### config.mk
export PLATFORM = sky130hd
export DESIGN_NAME = dcf_ram
export DESIGN_NICKNAME = d
export VERILOG_FILES = /design/src/dcf_ram.sv
export SDC_FILE = /design/constraint.sdc
export NUM_CORES = 2
export LEC_CHECK = 0
export BUFFER_PORTS_ARGS = -buffer_cell sky130_fd_sc_hd__buf_2
export CAP_MARGIN = 20
export CORE_MARGIN = 4
export CORE_UTILIZATION = 37
export DETAILED_ROUTE_END_ITERATION = 8
export PLACE_DENSITY = 0.57
export SKIP_LAST_GASP = 1
export SLEW_MARGIN = 20
export SYNTH_ARGS = -nofsm -noshare
export SYNTH_HDL_FRONTEND = slang
export SYNTH_SLANG_ARGS = --single-unit
### constraint.sdc
create_clock -name aclk -period 9 [get_ports aclk]
set_clock_uncertainty 0.2 [all_clocks]
set_input_delay 0.45 -clock aclk [delete_from_list [all_inputs] [get_ports aclk]]
set_output_delay 0.45 -clock aclk [all_outputs]
set_load 0.01 [all_outputs]
### src/dcf_ram.sv
// dcf_ram: generic single write port, single read port ram with registered read
// no dependencies

module dcf_ram #(
    parameter int WIDTH = 16,
    parameter int DEPTH = 128
) (
    input  logic                     aclk,
    input  logic                     we,
    input  logic [$clog2(DEPTH)-1:0] waddr,
    input  logic [WIDTH-1:0]         wdata,
    input  logic [$clog2(DEPTH)-1:0] raddr,
    output logic [WIDTH-1:0]         rdata
);

    logic [WIDTH-1:0] mem [DEPTH];
    logic [WIDTH-1:0] rdata_reg;

    // write port and registered read port
    always_ff @(posedge aclk) begin
        if (we) begin
            mem[waddr] <= wdata;
        end
        rdata_reg <= mem[raddr];
    end

    assign rdata = rdata_reg;

endmodule

-- After elaboration in Yosys (flattened, before gate mapping)
Memory sizes are Yosys's and may differ from the RTL's. A register that Yosys moved wholly into a read port is not among the register bits.
Index checks and enable logic that the tools add are counted.
- $add $sub $neg: 0
- $mul: 0
- divide/modulo/power cells: 0
- $lt $le $gt $ge: 0
- equality and inequality tests: 0
- shifts and indexed selects: 0
- muxes and demuxes: 2
- bitwise logic cells: 0
- reduce and logical (&&, ||, !) cells: 0
- operator list (operator ; count):
    $mux W1 ; 2
- register bits: 0
- bits in latches: 0
- RAM bits: 2048
- memory bits (read-only): 0
- output and inout port bits: 16
- word-level logic and storage cells: 3
- memories kept: 1
- memory list (name ; depth ; bits a word ; read ports ; clocked after Yosys merged registers in ; write ports ; RTL line ; source):
    mem ; 128 ; 16 ; 1 ; 1 ; 1 ; 16 ; logic [WIDTH-1:0] mem [DEPTH];

-- Longest topological paths before layout
- word-level depth: 2
- mapped depth: 7

-- Least setup slack after synthesis
OpenSTA, ideal clock, no wires.
- kind: in2reg
- from: input raddr[0]
- to: register rdata_reg[0] (netlist: rdata[0]), read port of mem
- setup time: 0.121 ns
- data arrival time: 2.824 ns
- data required time: 8.679 ns
- setup slack: 5.855 ns
- stages on the path: 6
- cell sequence: buf_2 buf_1 mux4_2 mux4_2 mux4_2 mux2_2
- RTL lines (what ; RTL line ; source):
    start: declaration ; 12 ; input logic [$clog2(DEPTH)-1:0] raddr,
    end: declaration ; 17 ; logic [WIDTH-1:0] rdata_reg;

==> metrics.csv <==
stage,metric,value,unit
yosys,synth_sequential_area_ratio,78.7,%
die,ioPinCount,48,
sta,worst_pin_slew,1.15,ns
sta,finalWorstPathRequiredPeriod,3.69,ns
place,finalWeightedCongestion,0.749,
setup_path,required,9.52,ns
drt,route.detailed.vias_per_inst,5.46,
yosys,post-synth-top-count-cell,sky130_fd_sc_hd__edfxtp_1,
yosys,synth_commonest_cells,"2048 x sky130_fd_sc_hd__edfxtp_1, 672 x sky130_fd_sc_hd__mux4_2, 122 x sky130_fd_sc_hd__nor2_1, 82 x sky130_fd_sc_hd__clkbuf_1, 52 x sky130_fd_sc_hd__buf_2",
clock_tree,clk-insertion-delay-late,0.85,ns
cells_and_area,drive_gt1_share,35.9,%
die,placeable_area,210000,sq um
sta,drv_slew,0,
cells_and_area,number_of_fill_cells,17700,
drt,initialDrtViolationCount,3655,
sta,postLayoutSetupSlackWorst,5.31,ns
cells_and_area,max_ffs_per_register,2048,
setup_path,path_max_fanout,79,
clock_tree,post_cts_clock_slew_at_the_launch_and_capture_registers_of_the_worst_setup_and_hold_paths,0.06,ns
setup_path,timing.critical_path.arrival,4.20,ns
yosys,synth-seq-cells,2064,
die,die_h,469,microns
yosys,synth_cells,3086,
die,placementRows,168,
drt,routed_wl,189,mm
die,die_area,220000,sq um
yosys,syn-num-nets,3118,
global_routing,pin_count_of_the_biggest_net_entering_global_routing,151,
drt,detailroute.via_count,34600,
sta,max_freq,271,MHz
drt,drtPass1Iterations,7,
clock_tree,numCtsBuffers,203,
drt,route.detailed.wl_per_inst,29.8,microns
setup_path,timing.critical_path.from_type,primary input,
place,setup_slack_after_placement,4.40,ns
global_routing,first_global_vias,35400,
cells_and_area,flow.area_growth_from_synthesis,14.3,%
worst_hold_path,hold_path.class,primary input to flip-flop,
yosys,synth_top_cell_by_area,sky130_fd_sc_hd__edfxtp_1,
sta,relSlewSlack,23.3,%
setup_path,path_class,primary input to flip-flop,
place,post-dp-hpwl,105,mm
sta,grt_setup_unrepaired,false,
yosys,ys_warn_count,0,
clock_tree,cts_tree,yes,
yosys,syn_area_per_cell,25.4,sq um
yosys,postSynth.asyncResetShare,0,%
power,power_leakage,27.3,nW
die,start_util,37.3,%
setup_path,endpoint_kind,flip-flop,
sta,final.period_utilization,41.0,%
clock_tree,ctsRootBufferMaster,sky130_fd_sc_hd__clkbuf_16,
drt,detail_route.drc_violations,0,
global_routing,grt_pass1_wl,271,mm
yosys,synth.lib_cells_used.distinct,17,
sta,setup_tns,0,ns
yosys,count_of_flip_flops_with_a_built_in_enable_after_synthesis,2048,
clock_tree,clock_sink_total,2064,
global_routing,antenna_found_initial,28,
cells_and_area,num-nets-final,3389,
sta,timing.final.hold_violations,0,
clock_tree,ctsResizeCount,0,
yosys,portion_of_synthesized_cell_area_occupied_by_the_leading_cell_type,78.3,%
outcome,run_status,"complete, no violations",
yosys,ys_top_cells_by_area,"sky130_fd_sc_hd__edfxtp_1 78%, sky130_fd_sc_hd__mux4_2 19%, sky130_fd_sc_hd__nor2_1 0.58%",
global_routing,grt_overflow,0,
drt,ant_nets_after_route,0,
clock_tree,cts_htree_levels,4,
sta,setup_viol_count_final,0,
global_routing,combined_global_route_utilization_of_all_metal_layers,17.3,%
yosys,synth.cell_area,78500,sq um
place,port_buffers,47,
power,power_density,219,nW/um^2
yosys,synth_ff_type,sky130_fd_sc_hd__edfxtp_1,
clock_tree,clk_path_buf_depth,3,
power,vdd_drop_max,0.173,mV
job,max-cap-violations,0,
die,dieWidth,469,microns
==> what timing repair did <==
| item | CTS | global route |
|---|---|---|
| buffers inserted | 0 | 0 |
| endpoints found under the hold margin | 697 | 4 |
| hold buffers | 16 | 1 |
| setup endpoints to repair | 0 | 0 |
==> metal layers <==
metal,GRT usage [%],vias to the layer above,wire length [microns]
li1,-,14000,-
met5,0,-,18
met1,24.4,19200,79200
met2,27.8,1116,93100
met4,4.82,2,4410
met3,3.20,248,12000
==> worst paths after layout <==
check                           startpoint    endpoint  slack (ns)  cells past startpoint
worst min register to register  mem[58][3]    rdata[3]        0.93                      4
worst max-delay path              raddr[0]    rdata[6]        5.31                      7
worst max register to register  mem[85][1]    rdata[1]        6.29                      4
worst min-delay path                    we  mem[25][9]        0.15                      3
==> placed cells by master (no fill, tap or decap) <==
cell type / n
sky130_fd_sc_hd__edfxtp_1: 2048
sky130_fd_sc_hd__mux4_2: 672
sky130_fd_sc_hd__clkbuf_16: 203
sky130_fd_sc_hd__buf_4: 171
sky130_fd_sc_hd__nor2_2: 77
sky130_fd_sc_hd__clkbuf_1: 55
sky130_fd_sc_hd__nor2_1: 42
sky130_fd_sc_hd__clkinv_1: 41
sky130_fd_sc_hd__clkinv_2: 30
sky130_fd_sc_hd__buf_2: 27
sky130_fd_sc_hd__dlygate4sd3_1: 17
sky130_fd_sc_hd__mux2_2: 16
sky130_fd_sc_hd__dfxtp_1: 16
sky130_fd_sc_hd__nand2_1: 14
sky130_fd_sc_hd__nand3_1: 12
sky130_fd_sc_hd__diode_2: 9
sky130_fd_sc_hd__nor3_2: 9
sky130_fd_sc_hd__bufinv_16: 9
sky130_fd_sc_hd__buf_12: 9
sky130_fd_sc_hd__nor2b_1: 7
sky130_fd_sc_hd__clkbuf_8: 6
sky130_fd_sc_hd__clkinv_16: 5
sky130_fd_sc_hd__inv_6: 5
sky130_fd_sc_hd__clkinvlp_4: 5
sky130_fd_sc_hd__nand4_1: 3
sky130_fd_sc_hd__nor2_4: 3
sky130_fd_sc_hd__clkinv_8: 3
sky130_fd_sc_hd__clkinv_4: 3
sky130_fd_sc_hd__inv_16: 3
sky130_fd_sc_hd__buf_8: 3
sky130_fd_sc_hd__buf_6: 3
sky130_fd_sc_hd__nand2b_1: 2
sky130_fd_sc_hd__or3_1: 1
==> logic make-up after synthesis <==
| group | count (synthesis) | share of synthesized area [%] |
|---|---|---|
| multiplexers | 688 | 19.5 |
| buffers and inverters | 164 | 0.881 |
| AND/OR/NAND/NOR | 170 | 0.888 |
| flip-flops | 2064 | 78.7 |
==> area by class of cell <==
| class | instances | area [sq um] | area share [%] |
|---|---|---|---|
| antenna | 9 | 22.5 | 0.0251 |
| clock buffer | 264 | 5370 | 5.98 |
| clock inverter | 104 | 941 | 1.05 |
| multi-input combinational | 858 | 16300 | 18.1 |
| sequential | 2064 | 61800 | 68.9 |
| tap | 2805 | 3510 | 3.91 |
| timing repair buffer | 230 | 1850 | 2.06 |
==> power breakdown <==
part           internal [mW]  total (mW)  switching (mW)
clock network           4.48        8.05            3.57
registers               10.6        10.6          0.0292
logic                  0.388       0.963           0.575
==> through the flow <==
step	hold slack (ns)	utilization, %	power (mW)	area [sq um]	instances
2_1_floorplan	0.349	-	11.4	78500	3086
3_3_place_gp	0.693	39.6	11.8	83200	5939
3_5_place_dp	0.691	39.6	11.8	83300	5940
4_1_cts	0.0396	42.7	19.9	89700	6324
5_1_grt	0.125	42.7	20.3	89800	6331
6_report	0.150	42.7	19.7	89800	6334
==> critical path: stages <==
cell	delay, ns
sky130_fd_sc_hd__buf_8	0.47
sky130_fd_sc_hd__buf_12	0.49
sky130_fd_sc_hd__buf_4	0.49
sky130_fd_sc_hd__mux4_2	0.56
sky130_fd_sc_hd__mux4_2	0.56
sky130_fd_sc_hd__mux4_2	0.49
sky130_fd_sc_hd__mux2_2	0.27
No activity file was read; power rests on OpenSTA's default activity.
