## src/dcf_pkg.sv

```systemverilog
// dcf_pkg: shared types and constants of the dual channel fir filter
// no dependencies; used by every module in src but dcf_ram

package dcf_pkg;

    // default filter order, taps are ORDER+1
    localparam int ORDER_DEFAULT = 127;

    // field widths
    localparam int SAMPLE_W = 18;
    localparam int COEF_W   = 16;
    localparam int IDX_W    = 7;
    localparam int OUT_W    = 32;
    localparam int FRAC_W   = 15;

    // coefficient store never holds more entries than the index field can reach
    localparam int COEF_MAX_DEPTH = 1 << IDX_W;

    // input word kinds carried in tuser
    localparam logic OP_SAMPLE = 1'b0;
    localparam logic OP_COEF   = 1'b1;

    // sequencer states
    typedef enum logic [1:0] {
        ST_IDLE,
        ST_MAC,
        ST_DRAIN
    } state_t;

    // sequencer to mac unit control
    typedef struct packed {
        logic clear;
        logic issue;
        logic coef_live;
    } mac_ctl_t;

endpackage

```

## src/dcf_mac.sv

```systemverilog
// dcf_mac: two-lane multiply-accumulate unit shared over all taps, plus scaling
// depends on dcf_pkg

module dcf_mac #(
    parameter int ORDER = dcf_pkg::ORDER_DEFAULT
) (
    input  logic                                aclk,
    input  logic                                aresetn,
    input  dcf_pkg::mac_ctl_t                   ctl,
    input  logic [dcf_pkg::COEF_W-1:0]          coef_rdata,
    input  logic [2*dcf_pkg::SAMPLE_W-1:0]      line_rdata,
    output logic                                busy,
    output logic [dcf_pkg::OUT_W-1:0]           ir_y,
    output logic [dcf_pkg::OUT_W-1:0]           red_y,
    output logic                                sat
);

    localparam int NTAPS  = ORDER + 1;
    localparam int PROD_W = dcf_pkg::COEF_W + dcf_pkg::SAMPLE_W + 1;
    localparam int ACC_MIN = dcf_pkg::OUT_W + dcf_pkg::FRAC_W + 1;
    localparam int ACC_W  = (PROD_W + $clog2(NTAPS) > ACC_MIN) ?
                            PROD_W + $clog2(NTAPS) : ACC_MIN;
    localparam int SH_W   = ACC_W - dcf_pkg::FRAC_W;

    logic                       rd_v_reg;
    logic                       live_reg;
    logic                       prod_v_reg;
    logic signed [PROD_W-1:0]   prod_ir_reg;
    logic signed [PROD_W-1:0]   prod_red_reg;
    logic signed [ACC_W-1:0]    acc_ir_reg;
    logic signed [ACC_W-1:0]    acc_red_reg;
    logic signed [dcf_pkg::COEF_W-1:0] coef_eff;
    logic signed [dcf_pkg::SAMPLE_W:0] x_ir;
    logic signed [dcf_pkg::SAMPLE_W:0] x_red;
    logic sat_ir;
    logic sat_red;

    // floor shift by the fraction bits, clip to the signed output range
    function automatic logic [dcf_pkg::OUT_W:0] scale_sat(input logic [ACC_W-1:0] acc);
        logic [SH_W-1:0]            sh;
        logic [SH_W-dcf_pkg::OUT_W:0] top;
        logic [dcf_pkg::OUT_W:0]    res;
        sh  = acc[ACC_W-1:dcf_pkg::FRAC_W];
        top = sh[SH_W-1:dcf_pkg::OUT_W-1];
        if ((&top) || !(|top)) begin
            res = {1'b0, sh[dcf_pkg::OUT_W-1:0]};
        end else if (sh[SH_W-1]) begin
            res = {1'b1, 1'b1, {(dcf_pkg::OUT_W-1){1'b0}}};
        end else begin
            res = {1'b1, 1'b0, {(dcf_pkg::OUT_W-1){1'b1}}};
        end
        return res;
    endfunction

    // operands from the ram read stage; unwritten coefficients count as zero
    assign coef_eff = live_reg ? $signed(coef_rdata) : '0;
    assign x_ir     = $signed({1'b0, line_rdata[dcf_pkg::SAMPLE_W-1:0]});
    assign x_red    = $signed({1'b0, line_rdata[2*dcf_pkg::SAMPLE_W-1:dcf_pkg::SAMPLE_W]});

    // read, multiply and accumulate stages
    always_ff @(posedge aclk) begin
        if (!aresetn) begin
            rd_v_reg   <= 1'b0;
            prod_v_reg <= 1'b0;
        end else begin
            rd_v_reg   <= ctl.issue;
            prod_v_reg <= rd_v_reg;
        end
        live_reg     <= ctl.coef_live;
        prod_ir_reg  <= PROD_W'(coef_eff * x_ir);
        prod_red_reg <= PROD_W'(coef_eff * x_red);
        if (ctl.clear) begin
            acc_ir_reg  <= '0;
            acc_red_reg <= '0;
        end else if (prod_v_reg) begin
            acc_ir_reg  <= acc_ir_reg + ACC_W'(prod_ir_reg);
            acc_red_reg <= acc_red_reg + ACC_W'(prod_red_reg);
        end
    end

    assign busy = rd_v_reg | prod_v_reg;

    // final scaling of both lanes
    always_comb begin
        {sat_ir, ir_y}   = scale_sat(acc_ir_reg);
        {sat_red, red_y} = scale_sat(acc_red_reg);
        sat = sat_ir | sat_red;
    end

endmodule

```

## config.mk

```make
export PLATFORM = sky130hd
export DESIGN_NAME = dcf_mac
export DESIGN_NICKNAME = d
export VERILOG_FILES = /design/src/dcf_pkg.sv /design/src/dcf_mac.sv
export SDC_FILE = /design/constraint.sdc
export NUM_CORES = 2
export LEC_CHECK = 0
export ABC_AREA = 1
export BUFFER_PORTS_ARGS = -buffer_cell sky130_fd_sc_hd__buf_2
export CAP_MARGIN = 5
export CELL_PAD_IN_SITES_DETAIL_PLACEMENT = 1
export CELL_PAD_IN_SITES_GLOBAL_PLACEMENT = 1
export CORE_MARGIN = 4
export CORE_UTILIZATION = 47
export CTS_BUF_LIST = sky130_fd_sc_hd__clkbuf_16
export CTS_CLUSTER_SIZE = 10
export DETAILED_ROUTE_END_ITERATION = 6
export PLACE_DENSITY = 0.85
export SLEW_MARGIN = 5
export SYNTH_ARGS = -nofsm -noshare
export SYNTH_HDL_FRONTEND = slang
export SYNTH_SLANG_ARGS = --single-unit
```

## constraint.sdc

```tcl
create_clock -name aclk -period 6.4 [get_ports aclk]
set_input_delay 0.96 -clock aclk [delete_from_list [all_inputs] [get_ports aclk]]
set_output_delay 0.96 -clock aclk [all_outputs]
set_load 0.005 [all_outputs]
```

# == Yosys cells after proc, flatten, opt, wreduce, memory -nomap -nowiden ==
# Index checks and enable logic that the tools add are counted.
# classes
add_sub_neg,2
reduce_logical,8
n_bitwise,2
mul,2
muxes,5
# op_table
cell,n
$add 48x35->48,2
$mul 16x19->35,2
$mux 33,2
$mux 32,2
$mux 16,1
$reduce_and 2->1,2
$reduce_or 2->1,2
$logic_not 1->1,2
$logic_or 1x1->1,2
$or 1x1->1,2
# totals
elab_cells,26
ff_bits,169
output_inout_bits,66

# == Logic depth before layout (Yosys ltp) ==
# depth
depth_word,5
ltp_mapped,28
mapped_depth_nobuf,25

# == Worst setup path after synthesis ==
# No wires, ideal clock.
# synth_timing
path_type,input -> register
from,input coef_rdata[7] in the netlist's numbering
to,register prod_ir_reg[30]
t_arrival_ps,5852
slack_ps,436
path_stages,22
path_cell_list,nand2_1 > inv_1 > clkbuf_1 > nand2_1 > fa_1 > inv_1 > fa_1 > fa_1 > fa_1 > fa_1 > inv_1 > fa_1 > inv_1 > ha_1 > a21o_1 > or2_1 > a21oi_1 > nor2_1 > nor3_1 > nand2_1 > nand2_1 > nand2_1
# synth_between
elab_chain_len,2
# synth_rtl
item,line,source
start: declaration,dcf_mac.sv:10,"input logic [dcf_pkg::COEF_W-1:0] coef_rdata,"
$mux 16,dcf_mac.sv:56,assign coef_eff = live_reg ? $signed(coef_rdata) : '0;
$mul 16x19->35,dcf_mac.sv:70,prod_ir_reg <= PROD_W'(coef_eff * x_ir);
end signal: assignment,dcf_mac.sv:70,
end: declaration,dcf_mac.sv:28,logic signed [PROD_W-1:0] prod_ir_reg;
# Every way passes these cells.
# A chain may end at the register's enable or synchronous reset.

# == Worst setup path in the final report ==
# layout_timing
from,input coef_rdata[7] in the netlist's numbering
to,register prod_red_reg[21]
# layout_between
elab_chain_len,2
# layout_rtl
item,line,source
$mux 16,dcf_mac.sv:56,
$mul 16x19->35,dcf_mac.sv:71,prod_red_reg <= PROD_W'(coef_eff * x_red);
end signal: assignment,dcf_mac.sv:71,
end: declaration,dcf_mac.sv:29,logic signed [PROD_W-1:0] prod_red_reg;
# Every way passes these cells.

==> summary.log <==
[critical_path] launching element type of the critical path input pin
[pwr] net switching power 6350 µW
[pwr] ratio of total power to cell area 311 nW/µm²
[finish] layout overhead on the synthesized area 8.41%
[die] overall die height 275 µm
[pwr] switch share 0.563
[pwr] combinational cell fraction of total power 0.767
[synth] simple-gate portion of the synthesized area 0.260
[synth] mux cell area share after synthesis 0
[timing] count of final max-slew check failures 0
[placed_design] placed cells 6,005
[synth] sequential-to-total area share from yosys stat 0.101
[run_status] status finished, final reports clean
[placed_design] placer's final routability congestion estimate 0.954
[clock_network] number of clock sinks seen by CTS 169
[synth] fraction of the mapped netlist area in adder cells 0.397
[global_route] total global routing overflow 0
[timing] count of endpoints failing setup in the final report 0
[synth] cell area after technology mapping 33,500 µm²
[clock_network] buffer cell driving the clock tree root clkbuf_16
[route] post-route antenna net violation count 0
[critical_path] WS Path Type input pin to register
[finish] proportion of layout cells with a drive suffix above 1 0.0689
[global_route] antenna violations before repair 1
[clock_network] CTS clock-pin slew for the worst setup and hold paths 0.08 ns
[synth] Cells after Synth 4,966
[route] DRC violation count after routing 0
[timing] unrepaired setup endpoints after global routing no
[synth] XOR/XNOR Fraction of Synth Area 0.0269
[synth] flop and latch count out of synthesis 169
[route] DR vias 31,731
[synth] ys async rst share 0
[global_route] vias in the first global route 34,999
[critical_path] Crit path arrival time 6.42 ns
[timing] Tmin final 6.08 ns
[global_route] maximum number of pins on one net before global-route repair 82
[timing] Layout Skew 0.0203 ns
[pwr] post-layout power 11,300 µW
[finish] Storage cell area 3390 µm²
[clock_network] hold buffer count at CTS 0
[global_route] global-route wire length before repair 184,000 µm
[synth] area fraction in compound gates after synthesis 0.0651
[synth] count of flip-flops with a built-in enable after synthesis 0
[route] number of vias per cell after detailed routing 5.26
[route] number of violations reported at the end of detailed-routing iteration 0 1,825
[timing] Fmax 165 MHz
[synth] number of warnings printed during yosys synthesis 0
[critical_path] critical path fanouts, max 30
[pwr] static leakage power 0.0207 µW
[finish] fillcell total 9,510
[pwr] cell-internal power 4930 µW
[finish] layout net count 5,937
[pwr] portion of total power attributed to the clock network 0.098
[timing] total negative setup slack 0 ns
[timing] final hold slack 0.419 ns
[critical_path] required time of the critical path 6.74 ns
[route] Routed Wire Length 115,000 µm
[die] core region area 70,400 µm²
[die] number of top-level pins 123
[finish] area used by multi-input combinational logic 25,100 µm²
[finish] most used cells in the layout excluding fill and tap cells nand2_1, inv_1, nor2_1, fa_1, ha_1
[die] overall die width 275 µm
[clock_network] post-cts sizing count 0
[finish] leading cell type in the layout, fill and taps excluded nand2_1
[timing] max-slew headroom at the worst pin 0.236
[die] Cell Rows 97
[placed_design] post-detailed-placement half-perimeter wirelength 97,600 µm
[clock_network] post-CTS setup repair buffer count 0
[pwr] Max IR drop VDD 0.246 mV
[synth] largest family of logic cells by synthesized area adder cells
[timing] Final period util 0.949
[clock_network] deepest level of the CTS H-tree 4
[placed_design] port buffer count 122
[pwr] sequential fraction of design power 0.135
[timing] Worst Tran Pin Value 1.15 ns
[finish] Antenna Cells 0
[run] count of maximum capacitance violations 0
[clock_network] CTS tree built
[min_path] kind of path behind the tightest hold check register to register
[synth] synth unique cells 39
[synth] average cell area after synthesis 6.75 µm²
[clock_network] number of buffers between clock root and the deepest sink 2
[die] Starting Density 0.476
[synth] net count of the mapped netlist 5,819
[finish] Post-Layout Cell Count 6,037
[route] router iterations before antenna repair 5
[global_route] Tot GR Track Use 0.308
[clock_network] clock latency on the worst-skew pair 0.46 ns
[route] routed wire length per instance 19.0 µm
[critical_path] kind of end point of the critical path register
[die] overall die area 75,600 µm²
[synth] primary flip-flop cell chosen by synthesis mapping dfxtp_1
[clock_network] clock buffers created by TritonCTS 17
[timing] count of final hold-check violations 0
cell type report:
type                       instances  share of cell area
inverter                        1204               0.124
timing repair buffer             223              0.0415
sequential                       169              0.0933
clock inverter                    15             0.00486
multi-input combinational       3469               0.692
clock buffer                      17              0.0117
tap                              940              0.0324
metal layers:
layer	GRT usage	up-vias	part of all wire
met5	0	-	0.00011
met4	0.103	2	0.037
met3	0.0429	272	0.055
met2	0.544	887	0.48
met1	0.388	15631	0.42
li1	-	14939	-
cells in the mapped netlist (2+ instances only):
cell	number	area, µm²
fa_1	446	8930
inv_1	1179	4430
xnor2_1	17	149
nand3b_1	2	15.0
o21bai_1	13	97.6
inv_2	15	56.3
nor3_2	4	40.0
xor2_1	86	753
ha_1	350	4380
a21oi_1	204	1020
o21ai_0	156	781
nor4_1	6	37.5
buf_2	13	65.1
a31oi_1	2	12.5
clkbuf_1	94	353
buf_1	17	63.8
nor2_1	577	2170
nor2_2	35	219
nand3_2	12	120
or2_2	3	18.8
o21ai_2	3	26.3
clkinv_1	10	37.5
a21o_1	12	90.1
o21ai_1	6	30.0
a21boi_0	5	37.5
nand4_1	40	250
nand2_2	13	81.3
nand3_1	153	766
dfxtp_1	169	3380
nor3_1	24	120
o21a_1	7	52.6
nor2_4	6	67.6
nand2_1	1281	4810
worst paths after layout:
kind	to	start	slack, ns	cells past startpoint
setup / recovery	prod_red_reg[21]	coef_rdata[7]	0.32	21
hold / removal	prod_v_reg	rd_v_reg	0.42	2
setup reg to reg	prod_red_reg[21]	live_reg	0.33	20
hold reg to reg	prod_v_reg	rd_v_reg	0.42	2
worst max-delay path, stage by stage:
cell and delay [ns]:
buf_2 0.08, nand2_1 0.07, inv_1 0.12, buf_12 0.20, nand2_1 0.10, fa_1 0.55, inv_1 0.06, fa_1 0.51
fa_1 0.63, fa_1 0.47, fa_1 0.49, inv_1 0.05, fa_1 0.48, inv_1 0.05, ha_1 0.35, a21o_1 0.20
a21boi_0 0.32, nand2_1 0.16, a21oi_1 0.15, nand2_1 0.12, xor2_1 0.30
cell families (layout without fill, tap and decap cells):
group | Yosys count | after routing
AND/OR/NAND/NOR | 2158 | 2158
AO/OA/AOI/OAI | 412 | 412
XOR/XNOR | 103 | 103
adder cells (fa/ha/maj) | 796 | 796
buffers and inverters | 1328 | 1459
flip-flops | 169 | 169
power groups by stage:
stage               Clock (µW)  Combinational [µW]  Sequential [µW]
floorplan                    0                5840             1430
global placement             0                8110             1530
detailed placement           0                8540             1540
CTS                       1120                8630             1520
global route              1160                9790             1540
finish                    1100                8650             1520
metrics by stage:
stage	utilization	area, µm²	setup WS [ns]
finish	0.516	36300	0.324
global route	0.516	36300	0.0835
CTS	0.516	36300	0.120
detailed placement	0.507	35700	-0.173
global placement	0.507	35700	0.0440
floorplan	-	33500	0.436
(Power assumes the default switching activity.)
