## config.mk

```make
export PLATFORM = sky130hd
export DESIGN_NAME = dcf_ctrl
export DESIGN_NICKNAME = d
export VERILOG_FILES = /design/src/dcf_pkg.sv /design/src/dcf_ctrl.sv
export SDC_FILE = /design/constraint.sdc
export NUM_CORES = 1
export LEC_CHECK = 0
export BUFFER_PORTS_ARGS = -buffer_cell sky130_fd_sc_hd__buf_2
export CORE_ASPECT_RATIO = 1.1
export CORE_UTILIZATION = 48
export DETAILED_ROUTE_END_ITERATION = 8
export PLACE_DENSITY_LB_ADDON = 0.08
export SLEW_MARGIN = 40
export SYNTH_ARGS = -nofsm -noshare
export SYNTH_HDL_FRONTEND = slang
export SYNTH_SLANG_ARGS = --single-unit
```

## constraint.sdc

```tcl
create_clock -name aclk -period 3.15 [get_ports aclk]
set_input_delay 0.315 -clock aclk [delete_from_list [all_inputs] [get_ports aclk]]
set_output_delay 0.315 -clock aclk [all_outputs]
set_load 0.01 [all_outputs]
```

## src/dcf_pkg.sv

```systemverilog
// dcf_pkg: shared types and constants of the dual channel fir filter
// no dependencies; used by every module in src but dcf_ram

package dcf_pkg;

    // default filter order, taps are ORDER+1
    localparam int ORDER_DEFAULT = 127;

    // field widths
    localparam int SAMPLE_W = 18;
    localparam int COEF_W   = 16;
    localparam int IDX_W    = 7;
    localparam int OUT_W    = 32;
    localparam int FRAC_W   = 15;

    // coefficient store never holds more entries than the index field can reach
    localparam int COEF_MAX_DEPTH = 1 << IDX_W;

    // input word kinds carried in tuser
    localparam logic OP_SAMPLE = 1'b0;
    localparam logic OP_COEF   = 1'b1;

    // sequencer states
    typedef enum logic [1:0] {
        ST_IDLE,
        ST_MAC,
        ST_DRAIN
    } state_t;

    // sequencer to mac unit control
    typedef struct packed {
        logic clear;
        logic issue;
        logic coef_live;
    } mac_ctl_t;

endpackage

```

## src/dcf_ctrl.sv

```systemverilog
// dcf_ctrl: sequencer for coefficient loads, sample writes and the tap loop
// depends on dcf_pkg

module dcf_ctrl #(
    parameter int ORDER = dcf_pkg::ORDER_DEFAULT
) (
    input  logic                                 aclk,
    input  logic                                 aresetn,
    input  logic                                 in_valid,
    output logic                                 in_ready,
    input  logic                                 in_op,
    input  logic [dcf_pkg::IDX_W-1:0]            in_idx,
    input  logic                                 mac_busy,
    input  logic                                 out_free,
    output logic                                 coef_we,
    output logic [$clog2((ORDER + 1 < dcf_pkg::COEF_MAX_DEPTH) ?
                  ORDER + 1 : dcf_pkg::COEF_MAX_DEPTH)-1:0] coef_waddr,
    output logic [$clog2((ORDER + 1 < dcf_pkg::COEF_MAX_DEPTH) ?
                  ORDER + 1 : dcf_pkg::COEF_MAX_DEPTH)-1:0] coef_raddr,
    output logic                                 line_we,
    output logic [$clog2(ORDER + 1)-1:0]         line_waddr,
    output logic [$clog2(ORDER + 1)-1:0]         line_raddr,
    output dcf_pkg::mac_ctl_t                    mac_ctl,
    output logic                                 out_load,
    output logic                                 out_last
);

    localparam int NTAPS  = ORDER + 1;
    localparam int CDEPTH = (NTAPS < dcf_pkg::COEF_MAX_DEPTH) ? NTAPS : dcf_pkg::COEF_MAX_DEPTH;
    localparam int CAW    = $clog2(CDEPTH);
    localparam int PW     = $clog2(NTAPS);
    localparam int FW     = $clog2(NTAPS + 1);
    localparam int BW     = $clog2(ORDER + 1);

    dcf_pkg::state_t state_reg, state_next;
    logic [PW-1:0]   wptr_reg, wptr_next;
    logic [PW-1:0]   rptr_reg, rptr_next;
    logic [PW-1:0]   tap_reg, tap_next;
    logic [FW-1:0]   fill_reg, fill_next;
    logic [BW-1:0]   pos_reg, pos_next;
    logic [CDEPTH-1:0] cvalid_reg, cvalid_next;
    logic            accept;
    logic [PW-1:0]   wptr_inc;
    logic [BW:0]     pos_inc;

    // state and counters
    always_ff @(posedge aclk) begin
        if (!aresetn) begin
            state_reg  <= dcf_pkg::ST_IDLE;
            wptr_reg   <= '0;
            rptr_reg   <= '0;
            tap_reg    <= '0;
            fill_reg   <= '0;
            pos_reg    <= '0;
            cvalid_reg <= '0;
        end else begin
            state_reg  <= state_next;
            wptr_reg   <= wptr_next;
            rptr_reg   <= rptr_next;
            tap_reg    <= tap_next;
            fill_reg   <= fill_next;
            pos_reg    <= pos_next;
            cvalid_reg <= cvalid_next;
        end
    end

    // next state and outputs
    always_comb begin
        state_next  = state_reg;
        wptr_next   = wptr_reg;
        rptr_next   = rptr_reg;
        tap_next    = tap_reg;
        fill_next   = fill_reg;
        pos_next    = pos_reg;
        cvalid_next = cvalid_reg;

        in_ready    = (state_reg == dcf_pkg::ST_IDLE);
        accept      = in_valid & in_ready;
        coef_we     = 1'b0;
        coef_waddr  = in_idx[CAW-1:0];
        coef_raddr  = tap_reg[CAW-1:0];
        line_we     = 1'b0;
        line_waddr  = wptr_reg;
        line_raddr  = rptr_reg;
        mac_ctl     = '0;
        out_load    = 1'b0;
        out_last    = 1'b0;

        wptr_inc = (wptr_reg == PW'(NTAPS - 1)) ? '0 : wptr_reg + 1'b1;
        pos_inc  = {1'b0, pos_reg} + 1'b1;

        unique case (state_reg)
            dcf_pkg::ST_IDLE: begin
                if (accept && in_op == dcf_pkg::OP_COEF) begin
                    // indexes past the taps are dropped
                    if ({1'b0, in_idx} < (dcf_pkg::IDX_W + 1)'(CDEPTH)) begin
                        coef_we = 1'b1;
                        cvalid_next[in_idx[CAW-1:0]] = 1'b1;
                    end
                end else if (accept) begin
                    line_we = 1'b1;
                    if (fill_reg < FW'(NTAPS)) begin
                        fill_next = fill_reg + 1'b1;
                    end
                    if (fill_reg >= FW'(NTAPS - 1)) begin
                        // line full: run the tap loop from the newest sample
                        state_next    = dcf_pkg::ST_MAC;
                        tap_next      = '0;
                        rptr_next     = wptr_reg;
                        mac_ctl.clear = 1'b1;
                    end else begin
                        wptr_next = wptr_inc;
                    end
                end
            end
            dcf_pkg::ST_MAC: begin
                // one tap per cycle on both lanes
                mac_ctl.issue     = 1'b1;
                mac_ctl.coef_live = ({1'b0, tap_reg} < (PW + 1)'(CDEPTH)) &&
                                    cvalid_reg[tap_reg[CAW-1:0]];
                tap_next  = tap_reg + 1'b1;
                rptr_next = (rptr_reg == '0) ? PW'(NTAPS - 1) : rptr_reg - 1'b1;
                if (tap_reg == PW'(NTAPS - 1)) begin
                    state_next = dcf_pkg::ST_DRAIN;
                end
            end
            dcf_pkg::ST_DRAIN: begin
                // wait for the pipeline to empty and the output slot to free
                if (!mac_busy && out_free) begin
                    out_load   = 1'b1;
                    out_last   = (pos_inc >= (BW + 1)'(ORDER));
                    pos_next   = out_last ? '0 : pos_inc[BW-1:0];
                    wptr_next  = wptr_inc;
                    state_next = dcf_pkg::ST_IDLE;
                end
            end
            default: begin
                state_next = dcf_pkg::ST_IDLE;
            end
        endcase
    end

endmodule

```

; Word-level counts from Yosys, hierarchy flattened
; Index checks and enable logic that the tools add are counted.
[totals]
out_inout_bits = 36
in_bits = 13
register_bits = 166
[classes]
addsub = 5
n_eq_ne = 10
bitwise_logic = 3
n_mux = 40
magnitude_cmp = 6
n_reduce_logical = 14
[op_table]
columns = operator, count
row1 = $or A128 B128 Y128, 1
row2 = $mux W7, 13
row3 = $pmux W7 S2, 3
row4 = $ge A8 B7 Y1 const B, 2
row5 = $lt A7 B8 Y1 const B, 2
row6 = $mux W1, 15
row7 = $add A7 B1 Y7 const B, 2
row8 = $eq A7 B7 Y1 const B, 2
row9 = $mux W2, 6
row10 = $reduce_and A5 Y1, 2
row11 = $add A7 B1 Y8 const B, 1
row12 = $add A8 B1 Y8 const B, 1
row13 = $lt A8 B8 Y1 const B, 1
row14 = $ne A2 B2 Y1 const B, 4
row15 = $reduce_and A4 Y1, 2
row16 = $bmux W1 S7, 1
row17 = $demux W1 S7, 1
row18 = $ge A7 B1 Y1 const B, 1
row19 = $logic_not A7 Y1, 1
row20 = $sub A7 B1 Y7 const B, 1
row21 = $pmux W2 S3, 1
row22 = $ne A2 B1 Y1 const B, 2
row23 = $reduce_and A2 Y1, 2
row24 = $reduce_bool A2 Y1, 2
row25 = other kinds (7), 9

; Logic depth before layout (Yosys ltp)
[depth]
ltp_word = 6
ltp_mapped = 9
ltp_nobuf = 8

; Least setup slack after synthesis
; Ideal clock, no wire load.
[synth_path]
path_type = reg2out
from = register tap_reg[0], in the netlist coef_raddr[0]
to = output port mac_ctl[0] in the netlist's numbering
slack_ns = 0.679
arrival_ns = 2.156
stages_incl_launch_ff = 8
cell_sequence = dfxtp_1 clkbuf_1 buf_4 mux4_2 nor2b_1 a2111oi_0 o41ai_1 and3_1
[synth_lines]
columns = element, line
row1 = start: declaration, dcf_ctrl.sv:38  ; logic [PW-1:0] tap_reg, tap_next;
row2 = start signal: assignment, dcf_ctrl.sv:60  ; tap_reg <= tap_next;
row3 = end: declaration, dcf_ctrl.sv:23  ; output dcf_pkg::mac_ctl_t mac_ctl,

==> Implementation_results.wiki <==
{| class="wikitable"
! Metric !! Value
|-
| Outcome || finished, final reports clean
|-
| Antenna violations before repair || 0
|-
| Fraction of registers with async set or reset after synthesis || 0%
|-
| Yosys top cell by area || sky130_fd_sc_hd__dfxtp_1
|-
| Cell type of the slowest stage on the worst timing path || sky130_fd_sc_hd__mux4_1
|-
| Crit path time final || between 3 and 4 ns
|-
| Number of storage elements in the synthesis netlist || ~170
|-
| Setup TNS Final || 0 ns
|-
| Number of clock sinks || ~170
|-
| Largest cells by area after synthesis || sky130_fd_sc_hd__dfxtp_1, sky130_fd_sc_hd__nor2b_1, sky130_fd_sc_hd__a21oi_1
|-
| Tightest slew margin relative to the limit || between 50 and 60%
|-
| CP Data Required Time || 2.83 ns
|-
| DRC violations left || 0
|-
| Clk slew on worst S/H paths || 0.06 ns
|-
| H-tree lvl count || 4
|-
| GPL Wtd Cong || ~0.8
|-
| Synthesis warning total || 0
|-
| Maximum number of pins on one net before global-route repair || between 60 and 70
|-
| Starting density of the core || approximately 50%
|-
| Most frequent cells in the layout || sky130_fd_sc_hd__dfxtp_1, sky130_fd_sc_hd__nor2b_1, sky130_fd_sc_hd__a21oi_1, sky130_fd_sc_hd__nor2_1, sky130_fd_sc_hd__o21a_1
|-
| Iteration-0 DRC Markers || between 400 and 500
|-
| Site row count || between 40 and 50
|-
| Gr ovfl total || 0
|-
| Antenna-violating nets left || 0
|-
| Global-route wire length before repair || approximately 31 mm
|-
| Nets || 874
|-
| Final critical-path share of the clock period || between 90% and 100%
|-
| Power density cells || 505 nW/µm²
|-
| Distinct cell type count after synthesis || between 50 and 60
|-
| Number of global-route vias before repair || just under 6000
|-
| Final setup vio count || 0
|-
| Worst vdd ir || 0.394 mV
|-
| Largest driver fanout on the critical path || 16
|-
| Max Clock Skew || roughly 0.0065 ns
|-
| Fraction of final layout cells sized beyond drive strength 1 || approximately 16%
|-
| Count of endpoints failing hold in the final timing report || 0
|-
| CP Class || flop to output pin
|-
| Max FFs per register || between 100 and 150
|-
| Sequential-to-total area share from yosys stat || 43.5%
|-
| Placed inst area || around 8000 µm²
|-
| Router iterations before antenna repair || 6
|-
| IO Port Bufs || 48
|-
| I/O Pins || between 40 and 50
|-
| Clk Latency, worst-skew pair || ~0.43 ns
|-
| Hold/Removal Path Class || input port to flop
|-
| Crit-path cells || mux4_1 > mux4_2 > a31oi_1 > o41ai_1 > and3_1 > buf_2
|-
| Post-route design area || 8670 µm²
|-
| Die outline area || 16400 µm²
|-
| CTS Root Cell || sky130_fd_sc_hd__clkbuf_16
|-
| Static Leak || about 3.2 nW
|-
| Die Span Y || about 130 µm
|-
| Maximum single-stage delay on the critical path || just under 0.6 ns
|-
| Path depth of the worst reg2reg path || 7
|-
| Number of clock buffers inserted by TritonCTS || 17
|-
| Die W || around 120 µm
|-
| Max-cap violation count || 0
|-
| Diodes inserted || 0
|-
| Post-DR wirelength/cell || between 15 and 20 µm
|-
| Area of the core || between 15000 and 20000 µm²
|-
| Most common cell after layout, fill and taps aside || sky130_fd_sc_hd__dfxtp_1
|-
| Critical path launch point type || flop
|-
| Post-synth EDFFs || 0
|-
| Synthesis-to-finish area growth || 13.5%
|-
| Cell count after synthesis || 821
|-
| RSZ-0062 raised after global routing || no
|-
| Fill cell count || 1389
|-
| Number of buffers added to fix hold violations after cts || 0
|-
| Tot GR Track Use || between 20 and 25%
|-
| Final-report max-slew violation count || 0
|-
| Peak clock frequency supported by timing || ~0.33 GHz
|-
| Syn Nets || 841
|-
| Data arrival time of the critical path || approximately 2.7 ns
|-
| Primary flip-flop cell chosen by synthesis mapping || sky130_fd_sc_hd__dfxtp_1
|-
| Worst-case clock buffer depth || 2
|-
| Total wire length || roughly 19 mm
|-
| Synthesized area per cell || about 9.3 µm²
|-
| Endpoint kind of the worst setup timing path || output pin
|-
| Number of cells on the worst hold path || 3
|-
| Post-synthesis instance area || between 7000 and 8000 µm²
|-
| Vias after detailed routing || 6074
|-
| Actual transition at the worst max-transition pin || just under 0.7 ns
|-
| CTS tree || built
|-
| Vias per std cell || around 5.7
|-
| Proportion of netlist area held by the largest area contributor || between 40 and 50%
|-
| Detailed Place HPWL || ~13 mm
|}
-- repair_timing --
| action | in CTS | in global routing |
|---|---|---|
| endpoints found under the hold margin | 0 | 0 |
| setup buffers | 0 | 6 |
| gates resized for setup | 1 | 2 |
| setup endpoints to repair | 1 | 1 |
-- logic make-up after synthesis --
logic type,count (synthesis),synth area share [%]
simple gates,312,21.5
flops,166,43.5
compound gates,202,16.8
xor+xnor,16,1.83
buf+inv,75,4.55
mux,43,10.7
fa+ha+maj,7,1.15
-- report_power, final --
group	switching [mW]	total [mW]	internal [mW]
registers	0.00576	2.11	2.10
clock network	0.810	2.11	1.30
logic	0.105	0.159	0.0536
total	0.922	4.38	3.46
-- worst max-delay path, delay by kind of cell (launching register included) --
family	cells	cell delay, ns
AO/OA/AOI/OAI	2	0.36
buffers and inverters	1	0.15
flip-flops	1	0.48
multiplexers	2	1.05
AND/OR/NAND/NOR	1	0.23
-- worst paths after layout --
| path | start | end | slack (ns) |
|---|---|---|---|
| worst max register to register | pos_reg[1] | pos_reg[2] | 0.97 |
| worst max-delay path | coef_raddr[1] | mac_ctl[0] | 0.14 |
| worst min-delay path | mac_busy | state_reg[1] | 0.26 |
| worst min register to register | cvalid_reg[93] | cvalid_reg[93] | 0.46 |
-- layer usage --
metal	track usage, %	share of wire, %	vias to the layer above
met5	0	0	-
met4	8.81	1.7	0
met3	4.00	3.8	20
met2	41.8	49	139
met1	30.9	45	2963
li1	-	-	2952
-- cell usage after synthesis (all sizes together) (2+ instances only) --
library cell  count
dfxtp           166
nor2b           100
a21oi            91
nor2             83
o21a             51
nand2            41
clkbuf           37
mux4             28
buf              24
nand3            20
nor3             14
inv              13
mux2i            13
o21ai            13
and2             12
xnor2            10
a21boi            8
a31oi             8
ha                7
nand4             7
and3              6
nand3b            6
xor2              6
nand2b            5
nor3b             5
or3               5
a2111oi           3
a22oi             3
nor4              3
o211ai            3
o221a             3
a211oi            2
a311oi            2
and4b             2
mux2              2
o211a             2
o221ai            2
o22ai             2
o41ai             2
-- through the flow --
stage	power [mW]	utilization, %	instances	setup WS [ns]	hold WS, ns
2_1_floorplan	2.27	-	821	0.679	0.432
3_3_place_gp	2.31	51.4	1029	0.366	0.442
3_5_place_dp	2.31	51.4	1029	0.373	0.450
4_1_cts	4.42	55.2	1058	0.0312	0.249
5_1_grt	4.52	55.5	1064	0.0385	0.262
6_report	4.38	55.5	1064	0.139	0.261
-- area by class of cell --
class	count	area, µm²	share of cell area (%)
clock buffers	21	470	5.42
repair buffers	75	470	5.42
well taps	200	250	2.89
multi-input cells	580	3980	45.8
inverters	14	52.6	0.606
clock inverters	8	123	1.41
flip-flops and latches	166	3330	38.4
Note: power is estimated with default switching activity, not from simulation.
